===== config.mk =====
export PLATFORM = sky130hd
export DESIGN_NAME = bounding_sphere_merge
export DESIGN_NICKNAME = d
export VERILOG_FILES = /design/src/sv/bsm_pkg.sv /design/src/sv/bsm_mul.sv /design/src/sv/bsm_sqrt.sv /design/src/sv/bsm_div.sv /design/src/sv/bounding_sphere_merge.sv
export SDC_FILE = /design/constraint.sdc
export NUM_CORES = 2
export LEC_CHECK = 0
export ABC_AREA = 1
export BUFFER_PORTS_ARGS = -buffer_cell sky130_fd_sc_hd__buf_4
export CELL_PAD_IN_SITES_DETAIL_PLACEMENT = 0
export CELL_PAD_IN_SITES_GLOBAL_PLACEMENT = 1
export CORE_UTILIZATION = 48
export CTS_CLUSTER_DIAMETER = 100
export DETAILED_ROUTE_END_ITERATION = 7
export HOLD_SLACK_MARGIN = 0.02
export PLACE_DENSITY_LB_ADDON = 0.1
export SYNTH_ARGS = -nofsm -noshare
export SYNTH_HDL_FRONTEND = slang
export SYNTH_HIERARCHICAL = 1
export SYNTH_SLANG_ARGS = --single-unit

===== constraint.sdc =====
create_clock -name clk -period 14.8 [get_ports clk]
set_input_delay 2.96 -clock clk [delete_from_list [all_inputs] [get_ports clk]]
set_output_delay 2.96 -clock clk [all_outputs]
set_load 0.05 [all_outputs]

===== src/sv/bsm_pkg.sv =====
// ----------------------------------------------------------------------------
// bsm_pkg
// Shared widths, case codes and a magnitude helper for the bounding sphere merge block.
// ----------------------------------------------------------------------------
`default_nettype none

package bsm_pkg;

  // Field widths.
  localparam int CW = 32;   // center coordinate
  localparam int RW = 31;   // radius and loose bound

  // Internal widths.
  localparam int DW     = 33;  // signed center difference and its magnitude
  localparam int PW     = 66;  // serial multiplier product
  localparam int SUM_W  = 68;  // sum of three squares
  localparam int RAD_W  = 70;  // radicand padded to whole bit pairs
  localparam int ROOT_W = 35;  // square root
  localparam int KW     = 36;  // dividend of the move fraction
  localparam int TW     = 31;  // move fraction, Q.30 in [0,1]
  localparam int T_FRAC = 30;

  // Merge case codes.
  localparam logic [2:0] MC_EMPTY   = 3'd0;
  localparam logic [2:0] MC_COPY    = 3'd1;
  localparam logic [2:0] MC_CONC    = 3'd2;
  localparam logic [2:0] MC_INSIDE  = 3'd3;
  localparam logic [2:0] MC_STORED  = 3'd4;
  localparam logic [2:0] MC_GROWN   = 3'd5;

  // Magnitude of a signed difference.
  function automatic logic [DW-1:0] mag(input logic signed [DW-1:0] v);
    logic [DW-1:0] r;
    r = v[DW-1] ? DW'(-v) : DW'(v);
    return r;
  endfunction

endpackage

`default_nettype wire


===== src/sv/bsm_mul.sv =====
// ----------------------------------------------------------------------------
// bsm_mul
// Bit-serial unsigned shift-add multiplier, one multiplier bit per cycle.
// ----------------------------------------------------------------------------
`default_nettype none

module bsm_mul (
  input  wire logic                    clk,
  input  wire logic                    rst,
  input  wire logic                    start,
  input  wire logic [bsm_pkg::DW-1:0]  a,
  input  wire logic [bsm_pkg::DW-1:0]  b,
  output logic                         done,
  output logic [bsm_pkg::PW-1:0]       prod
);

  localparam int CNTW = $clog2(bsm_pkg::DW + 1);

  logic [bsm_pkg::DW-1:0] a_r;
  logic [CNTW-1:0]        cnt;
  logic                   busy;
  logic [bsm_pkg::DW:0]   hi_sum;

  // Upper half plus the multiplicand when the current multiplier bit is set.
  assign hi_sum = {1'b0, prod[bsm_pkg::PW-1:bsm_pkg::DW]} +
                  {1'b0, (prod[0] ? a_r : '0)};

  always_ff @(posedge clk) begin
    if (rst) begin
      busy <= 1'b0;
      done <= 1'b0;
      cnt  <= '0;
    end else begin
      done <= 1'b0;
      if (start) begin
        busy <= 1'b1;
        cnt  <= '0;
        a_r  <= a;
        prod <= {{bsm_pkg::DW{1'b0}}, b};
      end else if (busy) begin
        prod <= {hi_sum, prod[bsm_pkg::DW-1:1]};
        cnt  <= cnt + 1'b1;
        if (cnt == CNTW'(bsm_pkg::DW - 1)) begin
          busy <= 1'b0;
          done <= 1'b1;
        end
      end
    end
  end

endmodule

`default_nettype wire


===== src/sv/bsm_sqrt.sv =====
// ----------------------------------------------------------------------------
// bsm_sqrt
// Floor square root, one root bit (two radicand bits) per cycle.
// ----------------------------------------------------------------------------
`default_nettype none

module bsm_sqrt (
  input  wire logic                        clk,
  input  wire logic                        rst,
  input  wire logic                        start,
  input  wire logic [bsm_pkg::SUM_W-1:0]   radicand,
  output logic                             done,
  output logic [bsm_pkg::ROOT_W-1:0]       root
);

  localparam int REMW = bsm_pkg::ROOT_W + 2;
  localparam int CNTW = $clog2(bsm_pkg::ROOT_W + 1);

  logic [bsm_pkg::RAD_W-1:0] rad;
  logic [REMW-1:0]           rem;
  logic [CNTW-1:0]           cnt;
  logic                      busy;
  logic [REMW+1:0]           cur;
  logic [REMW+1:0]           trial;

  // Bring down the next bit pair and try the next root bit.
  assign cur   = {rem, rad[bsm_pkg::RAD_W-1:bsm_pkg::RAD_W-2]};
  assign trial = {2'b00, root, 2'b01};

  always_ff @(posedge clk) begin
    if (rst) begin
      busy <= 1'b0;
      done <= 1'b0;
      cnt  <= '0;
    end else begin
      done <= 1'b0;
      if (start) begin
        busy <= 1'b1;
        cnt  <= '0;
        rad  <= bsm_pkg::RAD_W'(radicand);
        rem  <= '0;
        root <= '0;
      end else if (busy) begin
        rad <= {rad[bsm_pkg::RAD_W-3:0], 2'b00};
        if (cur >= trial) begin
          rem  <= REMW'(cur - trial);
          root <= {root[bsm_pkg::ROOT_W-2:0], 1'b1};
        end else begin
          rem  <= cur[REMW-1:0];
          root <= {root[bsm_pkg::ROOT_W-2:0], 1'b0};
        end
        cnt <= cnt + 1'b1;
        if (cnt == CNTW'(bsm_pkg::ROOT_W - 1)) begin
          busy <= 1'b0;
          done <= 1'b1;
        end
      end
    end
  end

endmodule

`default_nettype wire


===== src/sv/bsm_div.sv =====
// ----------------------------------------------------------------------------
// bsm_div
// Restoring divider for the move fraction floor(k * 2^29 / d), k <= 2d.
// ----------------------------------------------------------------------------
`default_nettype none

module bsm_div (
  input  wire logic                        clk,
  input  wire logic                        rst,
  input  wire logic                        start,
  input  wire logic [bsm_pkg::KW-1:0]      k,
  input  wire logic [bsm_pkg::ROOT_W-1:0]  d,
  output logic                             done,
  output logic [bsm_pkg::TW-1:0]           q
);

  localparam int CNTW = $clog2(bsm_pkg::TW + 1);

  logic [bsm_pkg::ROOT_W-1:0] d_r;
  logic [bsm_pkg::ROOT_W-1:0] rem;
  logic [bsm_pkg::TW-1:0]     num;
  logic [CNTW-1:0]            cnt;
  logic                       busy;
  logic [bsm_pkg::ROOT_W:0]   rem2;

  assign rem2 = {rem, num[bsm_pkg::TW-1]};

  // The dividend k * 2^29 starts with k / 4 as the partial remainder, which
  // stays below d, so the quotient fits the fraction width.
  always_ff @(posedge clk) begin
    if (rst) begin
      busy <= 1'b0;
      done <= 1'b0;
      cnt  <= '0;
    end else begin
      done <= 1'b0;
      if (start) begin
        busy <= 1'b1;
        cnt  <= '0;
        d_r  <= d;
        rem  <= bsm_pkg::ROOT_W'(k >> 2);
        num  <= {k[1:0], {(bsm_pkg::TW-2){1'b0}}};
        q    <= '0;
      end else if (busy) begin
        num <= {num[bsm_pkg::TW-2:0], 1'b0};
        if (rem2 >= {1'b0, d_r}) begin
          rem <= bsm_pkg::ROOT_W'(rem2 - {1'b0, d_r});
          q   <= {q[bsm_pkg::TW-2:0], 1'b1};
        end else begin
          rem <= rem2[bsm_pkg::ROOT_W-1:0];
          q   <= {q[bsm_pkg::TW-2:0], 1'b0};
        end
        cnt <= cnt + 1'b1;
        if (cnt == CNTW'(bsm_pkg::TW - 1)) begin
          busy <= 1'b0;
          done <= 1'b1;
        end
      end
    end
  end

endmodule

`default_nettype wire


===== src/sv/bounding_sphere_merge.sv =====
// ----------------------------------------------------------------------------
// bounding_sphere_merge
// Accumulates a bounding sphere over a stream of input spheres.
// ----------------------------------------------------------------------------
// Usage:
//   The input channel (in_valid / in_stall) carries one sphere per transaction:
//   start_new, a signed center and an unsigned radius and loose bound. Each
//   input produces exactly one result transaction on the output channel
//   (out_valid / out_stall) with the stored sphere after the merge and a
//   merge case code.
//   Flow: an empty input or a copy goes straight from acceptance to the output
//   state; every other case first forms the three squares on the bit-serial
//   multiplier and the distance on the bit-pair square root, after which a
//   same-center, inside or stored case is done. A grown sphere then runs the
//   restoring divider and the three center moves on the multiplier.
//   One input is processed at a time; in_stall is high while an input is at
//   work. A finished result waits in the output register, and the next input
//   may be accepted meanwhile; a stalled receiver only delays the following
//   result. Reset clears the stored sphere, the loose bound and out_valid.
// ----------------------------------------------------------------------------
`default_nettype none

module bounding_sphere_merge (
  input  wire logic                          clk,
  input  wire logic                          rst,
  input  wire logic                          in_valid,
  output logic                               in_stall,
  input  wire logic                          start_new,
  input  wire logic signed [bsm_pkg::CW-1:0] in_cx,
  input  wire logic signed [bsm_pkg::CW-1:0] in_cy,
  input  wire logic signed [bsm_pkg::CW-1:0] in_cz,
  input  wire logic [bsm_pkg::RW-1:0]        in_radius,
  input  wire logic [bsm_pkg::RW-1:0]        in_max_radius,
  output logic                               out_valid,
  input  wire logic                          out_stall,
  output logic signed [bsm_pkg::CW-1:0]      out_cx,
  output logic signed [bsm_pkg::CW-1:0]      out_cy,
  output logic signed [bsm_pkg::CW-1:0]      out_cz,
  output logic [bsm_pkg::RW-1:0]             out_radius,
  output logic [bsm_pkg::RW-1:0]             out_max_radius,
  output logic [2:0]                         merge_case
);

  localparam logic [2:0] S_IDLE = 3'd0;
  localparam logic [2:0] S_SQ   = 3'd1;
  localparam logic [2:0] S_SQRT = 3'd2;
  localparam logic [2:0] S_DIV  = 3'd3;
  localparam logic [2:0] S_MV   = 3'd4;
  localparam logic [2:0] S_OUT  = 3'd5;

  localparam int CW = bsm_pkg::CW;
  localparam int RW = bsm_pkg::RW;
  localparam int DW = bsm_pkg::DW;
  localparam int NW = 39;  // center move arithmetic

  logic [2:0]                 state;
  logic                       run;
  logic [1:0]                 idx;
  logic signed [CW-1:0]       acc_c [3];
  logic [RW-1:0]              acc_r;
  logic [RW-1:0]              acc_mb;
  logic signed [CW-1:0]       in_c  [3];
  logic [RW-1:0]              in_r;
  logic signed [DW-1:0]       dlt   [3];
  logic [bsm_pkg::SUM_W-1:0]  sumsq;
  logic [bsm_pkg::ROOT_W-1:0] dist_r;
  logic [bsm_pkg::KW-1:0]     kval;
  logic [bsm_pkg::TW-1:0]     tq;
  logic [RW-1:0]              nr;
  logic [2:0]                 mc;

  logic                       mul_start, mul_done;
  logic [DW-1:0]              mul_a, mul_b;
  logic [bsm_pkg::PW-1:0]     mul_prod;
  logic                       sqrt_start, sqrt_done;
  logic [bsm_pkg::ROOT_W-1:0] sqrt_root;
  logic                       div_start, div_done;
  logic [bsm_pkg::TW-1:0]     div_q;

  logic [RW-1:0]              eff_r, eff_mb, mb_max;
  logic [36:0]                d_plus_rin, d_plus_racc, nr_sum;
  logic [bsm_pkg::PW:0]       rnd;
  logic [36:0]                mv_m;
  logic signed [NW-1:0]       mv_new;
  logic signed [CW-1:0]       mv_sat;

  assign in_stall = (state != S_IDLE);

  // Effective stored values at acceptance, after an optional clear.
  assign eff_r  = start_new ? '0 : acc_r;
  assign eff_mb = start_new ? '0 : acc_mb;
  assign mb_max = (eff_mb < in_max_radius) ? in_max_radius : eff_mb;

  // Containment tests and new radius from the floored distance.
  assign d_plus_rin  = 37'(sqrt_root) + 37'(in_r);
  assign d_plus_racc = 37'(sqrt_root) + 37'(acc_r);
  assign nr_sum      = (d_plus_racc + 37'(in_r)) >> 1;

  // Center move: round dx * t to nearest, then add or subtract and saturate.
  assign rnd    = {1'b0, mul_prod} + (67'(1) << (bsm_pkg::T_FRAC - 1));
  assign mv_m   = rnd[bsm_pkg::T_FRAC+36:bsm_pkg::T_FRAC];
  assign mv_new = dlt[idx][DW-1]
                ? $signed(NW'(acc_c[idx])) - $signed({2'b00, mv_m})
                : $signed(NW'(acc_c[idx])) + $signed({2'b00, mv_m});

  always_comb begin
    if (mv_new > $signed(NW'(32'sh7FFFFFFF))) begin
      mv_sat = 32'sh7FFFFFFF;
    end else if (mv_new < $signed(NW'(32'sh80000000))) begin
      mv_sat = 32'sh80000000;
    end else begin
      mv_sat = mv_new[CW-1:0];
    end
  end

  // Multiplier operands: squares of the differences, then difference times t.
  assign mul_a      = bsm_pkg::mag(dlt[idx]);
  assign mul_b      = (state == S_MV) ? DW'(tq) : bsm_pkg::mag(dlt[idx]);
  assign mul_start  = ((state == S_SQ) || (state == S_MV)) && !run;
  assign sqrt_start = (state == S_SQRT) && !run;
  assign div_start  = (state == S_DIV) && !run;

  bsm_mul u_mul (
    .clk   (clk),
    .rst   (rst),
    .start (mul_start),
    .a     (mul_a),
    .b     (mul_b),
    .done  (mul_done),
    .prod  (mul_prod)
  );

  bsm_sqrt u_sqrt (
    .clk      (clk),
    .rst      (rst),
    .start    (sqrt_start),
    .radicand (sumsq),
    .done     (sqrt_done),
    .root     (sqrt_root)
  );

  bsm_div u_div (
    .clk   (clk),
    .rst   (rst),
    .start (div_start),
    .k     (kval),
    .d     (dist_r),
    .done  (div_done),
    .q     (div_q)
  );

  // Merge sequencer and stored sphere.
  always_ff @(posedge clk) begin
    if (rst) begin
      state     <= S_IDLE;
      run       <= 1'b0;
      idx       <= '0;
      out_valid <= 1'b0;
      acc_c[0]  <= '0;
      acc_c[1]  <= '0;
      acc_c[2]  <= '0;
      acc_r     <= '0;
      acc_mb    <= '0;
    end else begin
      if ((state == S_OUT) && (!out_valid || !out_stall)) begin
        out_valid <= 1'b1;
      end else if (out_valid && !out_stall) begin
        out_valid <= 1'b0;
      end
      if (mul_start || sqrt_start || div_start) begin
        run <= 1'b1;
      end
      unique case (state)
        S_IDLE: begin
          if (in_valid) begin
            in_c[0] <= in_cx;
            in_c[1] <= in_cy;
            in_c[2] <= in_cz;
            in_r    <= in_radius;
            if (in_radius == '0) begin
              if (start_new) begin
                acc_c[0] <= '0;
                acc_c[1] <= '0;
                acc_c[2] <= '0;
              end
              acc_r  <= eff_r;
              acc_mb <= mb_max;
              mc     <= bsm_pkg::MC_EMPTY;
              state  <= S_OUT;
            end else if (eff_r == '0) begin
              acc_c[0] <= in_cx;
              acc_c[1] <= in_cy;
              acc_c[2] <= in_cz;
              acc_r    <= in_radius;
              acc_mb   <= in_max_radius;
              mc       <= bsm_pkg::MC_COPY;
              state    <= S_OUT;
            end else begin
              acc_mb <= mb_max;
              dlt[0] <= $signed({in_cx[CW-1], in_cx}) - $signed({acc_c[0][CW-1], acc_c[0]});
              dlt[1] <= $signed({in_cy[CW-1], in_cy}) - $signed({acc_c[1][CW-1], acc_c[1]});
              dlt[2] <= $signed({in_cz[CW-1], in_cz}) - $signed({acc_c[2][CW-1], acc_c[2]});
              sumsq  <= '0;
              idx    <= '0;
              state  <= S_SQ;
            end
          end
        end
        S_SQ: begin
          if (mul_done) begin
            run   <= 1'b0;
            sumsq <= sumsq + bsm_pkg::SUM_W'(mul_prod);
            if (idx == 2'd2) begin
              idx   <= '0;
              state <= S_SQRT;
            end else begin
              idx <= idx + 1'b1;
            end
          end
        end
        S_SQRT: begin
          if (sqrt_done) begin
            run    <= 1'b0;
            dist_r <= sqrt_root;
            kval   <= bsm_pkg::KW'(d_plus_rin - 37'(acc_r));
            nr     <= (nr_sum > 37'h7FFFFFFF) ? {RW{1'b1}} : nr_sum[RW-1:0];
            priority if (sqrt_root == '0) begin
              if (in_r > acc_r) begin
                acc_r <= in_r;
              end
              mc    <= bsm_pkg::MC_CONC;
              state <= S_OUT;
            end else if (37'(acc_r) > d_plus_rin) begin
              mc    <= bsm_pkg::MC_INSIDE;
              state <= S_OUT;
            end else if (d_plus_racc < 37'(in_r)) begin
              acc_c[0] <= in_c[0];
              acc_c[1] <= in_c[1];
              acc_c[2] <= in_c[2];
              acc_r    <= in_r;
              mc       <= bsm_pkg::MC_STORED;
              state    <= S_OUT;
            end else begin
              mc    <= bsm_pkg::MC_GROWN;
              state <= S_DIV;
            end
          end
        end
        S_DIV: begin
          if (div_done) begin
            run   <= 1'b0;
            tq    <= div_q;
            idx   <= '0;
            state <= S_MV;
          end
        end
        S_MV: begin
          if (mul_done) begin
            run        <= 1'b0;
            acc_c[idx] <= mv_sat;
            if (idx == 2'd2) begin
              idx   <= '0;
              acc_r <= nr;
              state <= S_OUT;
            end else begin
              idx <= idx + 1'b1;
            end
          end
        end
        S_OUT: begin
          if (!out_valid || !out_stall) begin
            state <= S_IDLE;
          end
        end
        default: begin
          state <= S_IDLE;
        end
      endcase
    end
  end

  // Output register, loaded when the result leaves the sequencer.
  always_ff @(posedge clk) begin
    if ((state == S_OUT) && (!out_valid || !out_stall)) begin
      out_cx         <= acc_c[0];
      out_cy         <= acc_c[1];
      out_cz         <= acc_c[2];
      out_radius     <= acc_r;
      out_max_radius <= acc_mb;
      merge_case     <= mc;
    end
  end

endmodule

`default_nettype wire

=== Word-level counts from Yosys, hierarchy flattened ===
Memory sizes are Yosys's and may differ from the RTL's. A register that Yosys moved wholly into a read port is not among the register bits.
Index checks and enable logic that the tools add are counted.

* Add/sub/neg operators: 19
* Reductions and logical operators: 47
* Mux-type cells: 141
* Bitwise logic cells: 13
* Equal/unequal tests: 24
* Order comparisons: 9

{| class="wikitable"
|+ Operators with widths
! kind !! number
|-
| $mux W31 || 18
|-
| $mux W32 || 12
|-
| $mux W68 || 5
|-
| $pmux W68 S2 || 1
|-
| $mux W33 || 4
|-
| $mux W35 || 3
|-
| $sub A32 B32 Y33 || 3
|-
| $pmux W31 S3 || 1
|-
| $mux W37 || 2
|-
| $add A35 B31 Y36 || 2
|-
| $mux W70 || 1
|-
| $add A68 B66 Y68 || 1
|-
| $add A66 B30 Y67 const B || 1
|-
| $mux W66 || 1
|-
| $logic_not A31 Y1 || 2
|-
| $mux W1 || 57
|-
| $mux W3 || 19
|-
| $add A32 B38 Y39 || 1
|-
| $ge A39 B37 Y1 || 1
|-
| $gt A39 B32 Y1 const B || 1
|-
| $lt A39 B32 Y1 const B || 1
|-
| $mux W39 || 1
|-
| $sub A32 B38 Y39 || 1
|-
| $add A36 B31 Y37 || 1
|-
| other kinds (49) || 113
|}

* Bits in registers: 860
* Memories kept: 3
* RAM bits: 291
* Input bits: 163
* Logic and storage cells: 297

{| class="wikitable"
|+ Memory list
! memory !! depth !! width !! rd ports !! clocked after memory_dff !! wr ports !! line !! RTL
|-
| dlt || 3 || 33 || 1 || 1 || 3 || bounding_sphere_merge.sv:64 || <nowiki>logic signed [DW-1:0] dlt [3];</nowiki>
|-
| acc_c || 3 || 32 || 4 || 1 || 3 || bounding_sphere_merge.sv:59 || <nowiki>logic signed [CW-1:0] acc_c [3];</nowiki>
|-
| in_c || 3 || 32 || 3 || 0 || 3 || bounding_sphere_merge.sv:62 || <nowiki>logic signed [CW-1:0] in_c [3];</nowiki>
|}

=== Depth between registers and ports, before layout ===
* Depth in word-level cells: 11
* Depth in mapped cells: 37
* Gate-level depth less buffers: 35

=== By module ===
Netlist, hierarchy kept.

{| class="wikitable"
|+ By module, submodules not included
! module !! cells each !! times used !! area each (um^2)
|-
| bounding_sphere_merge || 7190 || 1 || 56417.9
|-
| bsm_sqrt || 1248 || 1 || 9479.1
|-
| bsm_div || 1012 || 1 || 7517.2
|-
| bsm_mul || 904 || 1 || 6806.5
|}

=== Worst setup path after synthesis ===
OpenSTA, ideal clock, no wires.

* Kind: input port to flip-flop
* Start: input out_stall
* End: register merge_case[0], enable pin
* Stages: 1
* Slack: 3.348 ns
* Data required time: 14.064 ns
* Arrival: 10.716 ns
* Buffers on the path: 0
* Cell sequence: a21oi_1

* Longest elaborated chain between the ends: 3

{| class="wikitable"
|+ RTL lines
! element !! line !! RTL
|-
| start, declared || bounding_sphere_merge.sv:35 || <nowiki>input wire logic out_stall,</nowiki>
|-
| $logic_not A1 Y1 || bounding_sphere_merge.sv:284 || <nowiki>if ((state == S_OUT) && (!out_valid || !out_stall)) begin</nowiki>
|-
| $logic_or A1 B1 Y1 || bounding_sphere_merge.sv:284 ||
|-
| $logic_and A1 B1 Y1 || bounding_sphere_merge.sv:284 ||
|-
| end signal, assigned || bounding_sphere_merge.sv:290 || <nowiki>merge_case <= mc;</nowiki>
|-
| end, declared || bounding_sphere_merge.sv:41 || <nowiki>output logic [2:0] merge_case</nowiki>
|}

Every way passes these cells.
A chain may end at the register's enable or synchronous reset.

==> flow_summary.json <==
{
  "status": "finished, final reports clean",
  "gp_congestion": 0.9988,
  "period_needed_ps": 7128,
  "worstSetupPathType": "reg2reg",
  "relSlewSlack_pct": 18.20,
  "end_kind": "register",
  "cp.required_ps": 15200,
  "worst_path_most_repeated_cell": "nand2_1",
  "cts_hold_buf": 0,
  "final_cells": 12980,
  "cts_root_buf": "clkbuf_16",
  "seqPwrFrac_pct": 25.5,
  "crit_start": "u_sqrt/root[0]$_SDFFCE_PP0P_",
  "grt.busiest_layer": "met2",
  "drtIter0Drc": 8064,
  "drc": 0,
  "place_inst": 12730,
  "tightest_slew_ps": 1212,
  "synth_edf_count": 1063,
  "grt_max_degree": 144,
  "holdPathStages": 0,
  "dominantRegCellSynth": "edfxtp_1",
  "ys_ff_latch": 1157,
  "grtUsageMet1_pct": 49.08,
  "route.antenna.remaining_nets": 0,
  "cts.path.max_buffers": 3,
  "max-cap-violations": 0,
  "die_y_um": 410.8,
  "crit_cells": 26,
  "min-delay-start": "dist_r[24]$_DFFE_PP_",
  "viasPerCell": 5.602,
  "htree_levels": 4,
  "start_kind": "register",
  "cts.sinks": 1157,
  "wl_per_cell_um": 22.71,
  "worstReg2RegStart": "u_sqrt/root[0]$_SDFFCE_PP0P_",
  "p_int_w": 0.009974,
  "netlist_instances": 10350,
  "clk_latency_ps": 810,
  "use_met2_pct": 50.75,
  "synth_warnings": 6,
  "design.die.area_mm2": 0.1688,
  "worst_ep_arrival_time_ps": 7530,
  "vdd_ir_drop_max_mv": 0.2796,
  "grt_use_total_pct": 34.26,
  "synth_cell_types": 69,
  "cpLargestDelayFamily": "simple AND/OR/NAND/NOR gates",
  "finalClockSkew_ps": 34.97,
  "rows": 149,
  "r2r_cells": 26,
  "power.leakage_nw": 40.90,
  "rsz0062_at_grt": "false",
  "syn_area_per_cell_um2": 7.748,
  "hp-class": "reg2reg",
  "async_flop_share_pct": 0,
  "cts_made_buffers": 136,
  "nFillCells": 15760,
  "p_comb_share_pct": 58.1,
  "dp_hpwl_um": 231900,
  "clkTransAtPathRegs_ps": 60,
  "power.density_mw_per_mm2": 229.1,
  "final.setup.tns_ps": 0,
  "hold_violations": 0,
  "use_met3_pct": 8.418,
  "swShare_pct": 51.39,
  "antenna_found_initial": 21,
  "grt_pass1_wl_um": 431000,
  "yosysSeqAreaShare_pct": 42.14,
  "pin_count": 326,
  "initial_utilization_pct": 48.51,
  "synth_area_mm2": 0.08022,
  "io_buffers": 325,
  "period_share_pct": 48.16,
  "setup_viol": 0,
  "worst-path-max-fanout": 82,
  "detailroute.via_count": 72710,
  "grt_pass1_vias": 68300,
  "fmax_ghz": 0.1403,
  "synth_nets": 11060,
  "gr-total-overflow": 0,
  "p_clk_share_pct": 16.4,
  "synthToLayoutAreaGrowth_pct": 11.65,
  "critPathSlowestCell": "nand2_2",
  "final-max-slew-violation-count": 0,
  "cts_tree": "done",
  "wirelength_um": 294800,
  "post-cts-setup-buffers": 0,
  "drt_pass1_iterations": 6,
  "cp.buffers_inverters": 3,
  "finalNetCount": 11380,
  "cts_resized": 0,
  "core_area_mm2": 0.1654,
  "drive_above_1_share_pct": 7.861,
  "fp.dieW_um": 410.8,
  "netSwitchingPower_w": 0.01054,
  "slowest_delay_ps": 870
}
==> sequential cells by signal, summed over array words and instances (netlist names), 33 cells and up, named ones only <==
| register | cells |
|---|---|
| u_div/rem | 35 |
| dist_r | 35 |
| u_mul/a_r | 33 |
| sumsq | 68 |
| u_div/d_r | 35 |
| u_sqrt/rem | 37 |
| dlt | 99 |
| u_sqrt/rad | 70 |
| kval | 36 |
| acc_c | 128 |
| u_mul/prod | 66 |
| u_sqrt/root | 35 |
| in_c | 96 |
==> cells by family (layout without fill, tap and decap cells) <==
kind of cell | after synthesis | after routing | share of synthesized area [%]
and+or+nand+nor | 4920 | 4920 | 25.65
AOI/OAI and AO/OA | 1698 | 1698 | 11.65
buffers and inverters | 1692 | 2125 | 8.220
DFF | 1157 | 1157 | 42.14
adders and majority gates | 543 | 543 | 8.572
xor gates and xnor gates | 344 | 344 | 3.765
other | 0 | 4 | 0
==> Yosys cell counts (9+ instances only) <==
cell type,instances,area share (%)
buf_1,18,0.084
a31oi_1,52,0.41
o21ai_1,13,0.081
dfxtp_1,94,2.3
o21bai_1,105,0.98
nand2_2,45,0.35
buf_2,51,0.32
and3_1,9,0.070
o21ai_0,579,3.6
clkbuf_1,139,0.65
nor2_1,936,4.4
nand3b_1,63,0.59
inv_1,1434,6.7
nor3_1,84,0.52
a221oi_1,9,0.098
nand2_1,3069,14
nand3_1,408,2.5
xor2_1,222,2.4
ha_1,532,8.3
nor4_1,50,0.39
nor2_2,36,0.28
or2_2,12,0.094
nand2_4,35,0.49
o221ai_1,9,0.098
a21boi_0,20,0.19
o211ai_1,21,0.20
nor3b_1,9,0.084
buf_6,11,0.15
nand4_1,112,0.87
o21a_1,47,0.44
a21oi_1,770,4.8
a211oi_1,9,0.084
fa_1,11,0.27
inv_2,24,0.11
xnor2_1,121,1.3
and2_1,21,0.16
a21oi_2,14,0.15
edfxtp_1,1063,40
a21o_1,25,0.23
==> routing by layer <==
metal | up-vias | part of all wire, % | routed length, um
li1 | 34810 | - | -
met1 | 34330 | 44 | 131200
met2 | 3135 | 42 | 124200
met3 | 434 | 10 | 30180
met4 | 0 | 3.1 | 9278
met5 | - | 0 | 0
==> power groups by stage <==
stage / Combinational, W / Clock, W / Sequential (W)
global placement: 0.0116 / 0 / 0.00525
finish: 0.0119 / 0.00337 / 0.00523
CTS: 0.0117 / 0.00340 / 0.00520
floorplan: 0.00785 / 0 / 0.00512
global route: 0.0130 / 0.00351 / 0.00526
detailed placement: 0.0116 / 0 / 0.00526
==> final cells by class <==
cell class / instances / area, um^2 / area share (%)
inverter: 1462 / 5494 / 6.134
antenna: 4 / 10.01 / 0.01118
clock buffer: 173 / 3616 / 4.037
timing repair buffer: 415 / 3136 / 3.501
clock inverter: 75 / 747.0 / 0.8340
multi-input combinational: 7505 / 40020 / 44.68
sequential: 1157 / 33800 / 37.74
tap: 2189 / 2739 / 3.058
==> stage by stage <==
step / instance area, um^2 / hold slack [ps] / util (%) / total power, W / setup WS (ps)
4_1_cts: 89550 / 415.1 / 54.16 / 0.02029 / 7747
2_1_floorplan: 80220 / 400.3 / - / 0.01297 / 3348
3_3_place_gp: 85170 / 402.4 / 51.51 / 0.01682 / 7137
5_1_grt: 89550 / 418.8 / 54.16 / 0.02181 / 7333
6_report: 89560 / 414.8 / 54.16 / 0.02052 / 7672
3_5_place_dp: 85190 / 404.5 / 51.52 / 0.01688 / 7219
==> cell usage in the layout, fill, tap and decap left out, types with 12 or more instances in the layout <==
cell	count
ha_1	532
a21oi_2	13
nand3_1	408
clkinv_2	27
nor3_2	15
nand2_1	3066
nand2_4	35
clkinv_1	17
dfxtp_1	93
nor2_1	921
and2_1	21
o21ai_0	576
o21a_1	47
a21boi_0	20
a31oi_1	52
buf_4	413
nor4_1	50
o21ai_1	13
nor3_1	77
nor2_4	18
o211ai_1	21
clkbuf_16	139
clkbuf_1	33
xnor2_1	121
xor2_1	222
nand2_2	48
nand3b_1	63
nand4_1	112
edfxtp_1	1063
a21oi_1	768
or2_2	12
nor2_2	41
a21o_1	25
inv_2	25
inv_1	1431
o21bai_1	105
==> path summary, 6_finish.rpt <==
kind / endpoint / slack, ps
worst max-delay path: acc_c[0][21]$_DFFE_PP_ / 7670
worst min-delay path: u_div/d_r[24]$_DFFE_PP_ / 410
worst max register to register: acc_c[0][21]$_DFFE_PP_ / 7670
worst min register to register: u_div/d_r[24]$_DFFE_PP_ / 410
(Power assumes the default switching activity.)
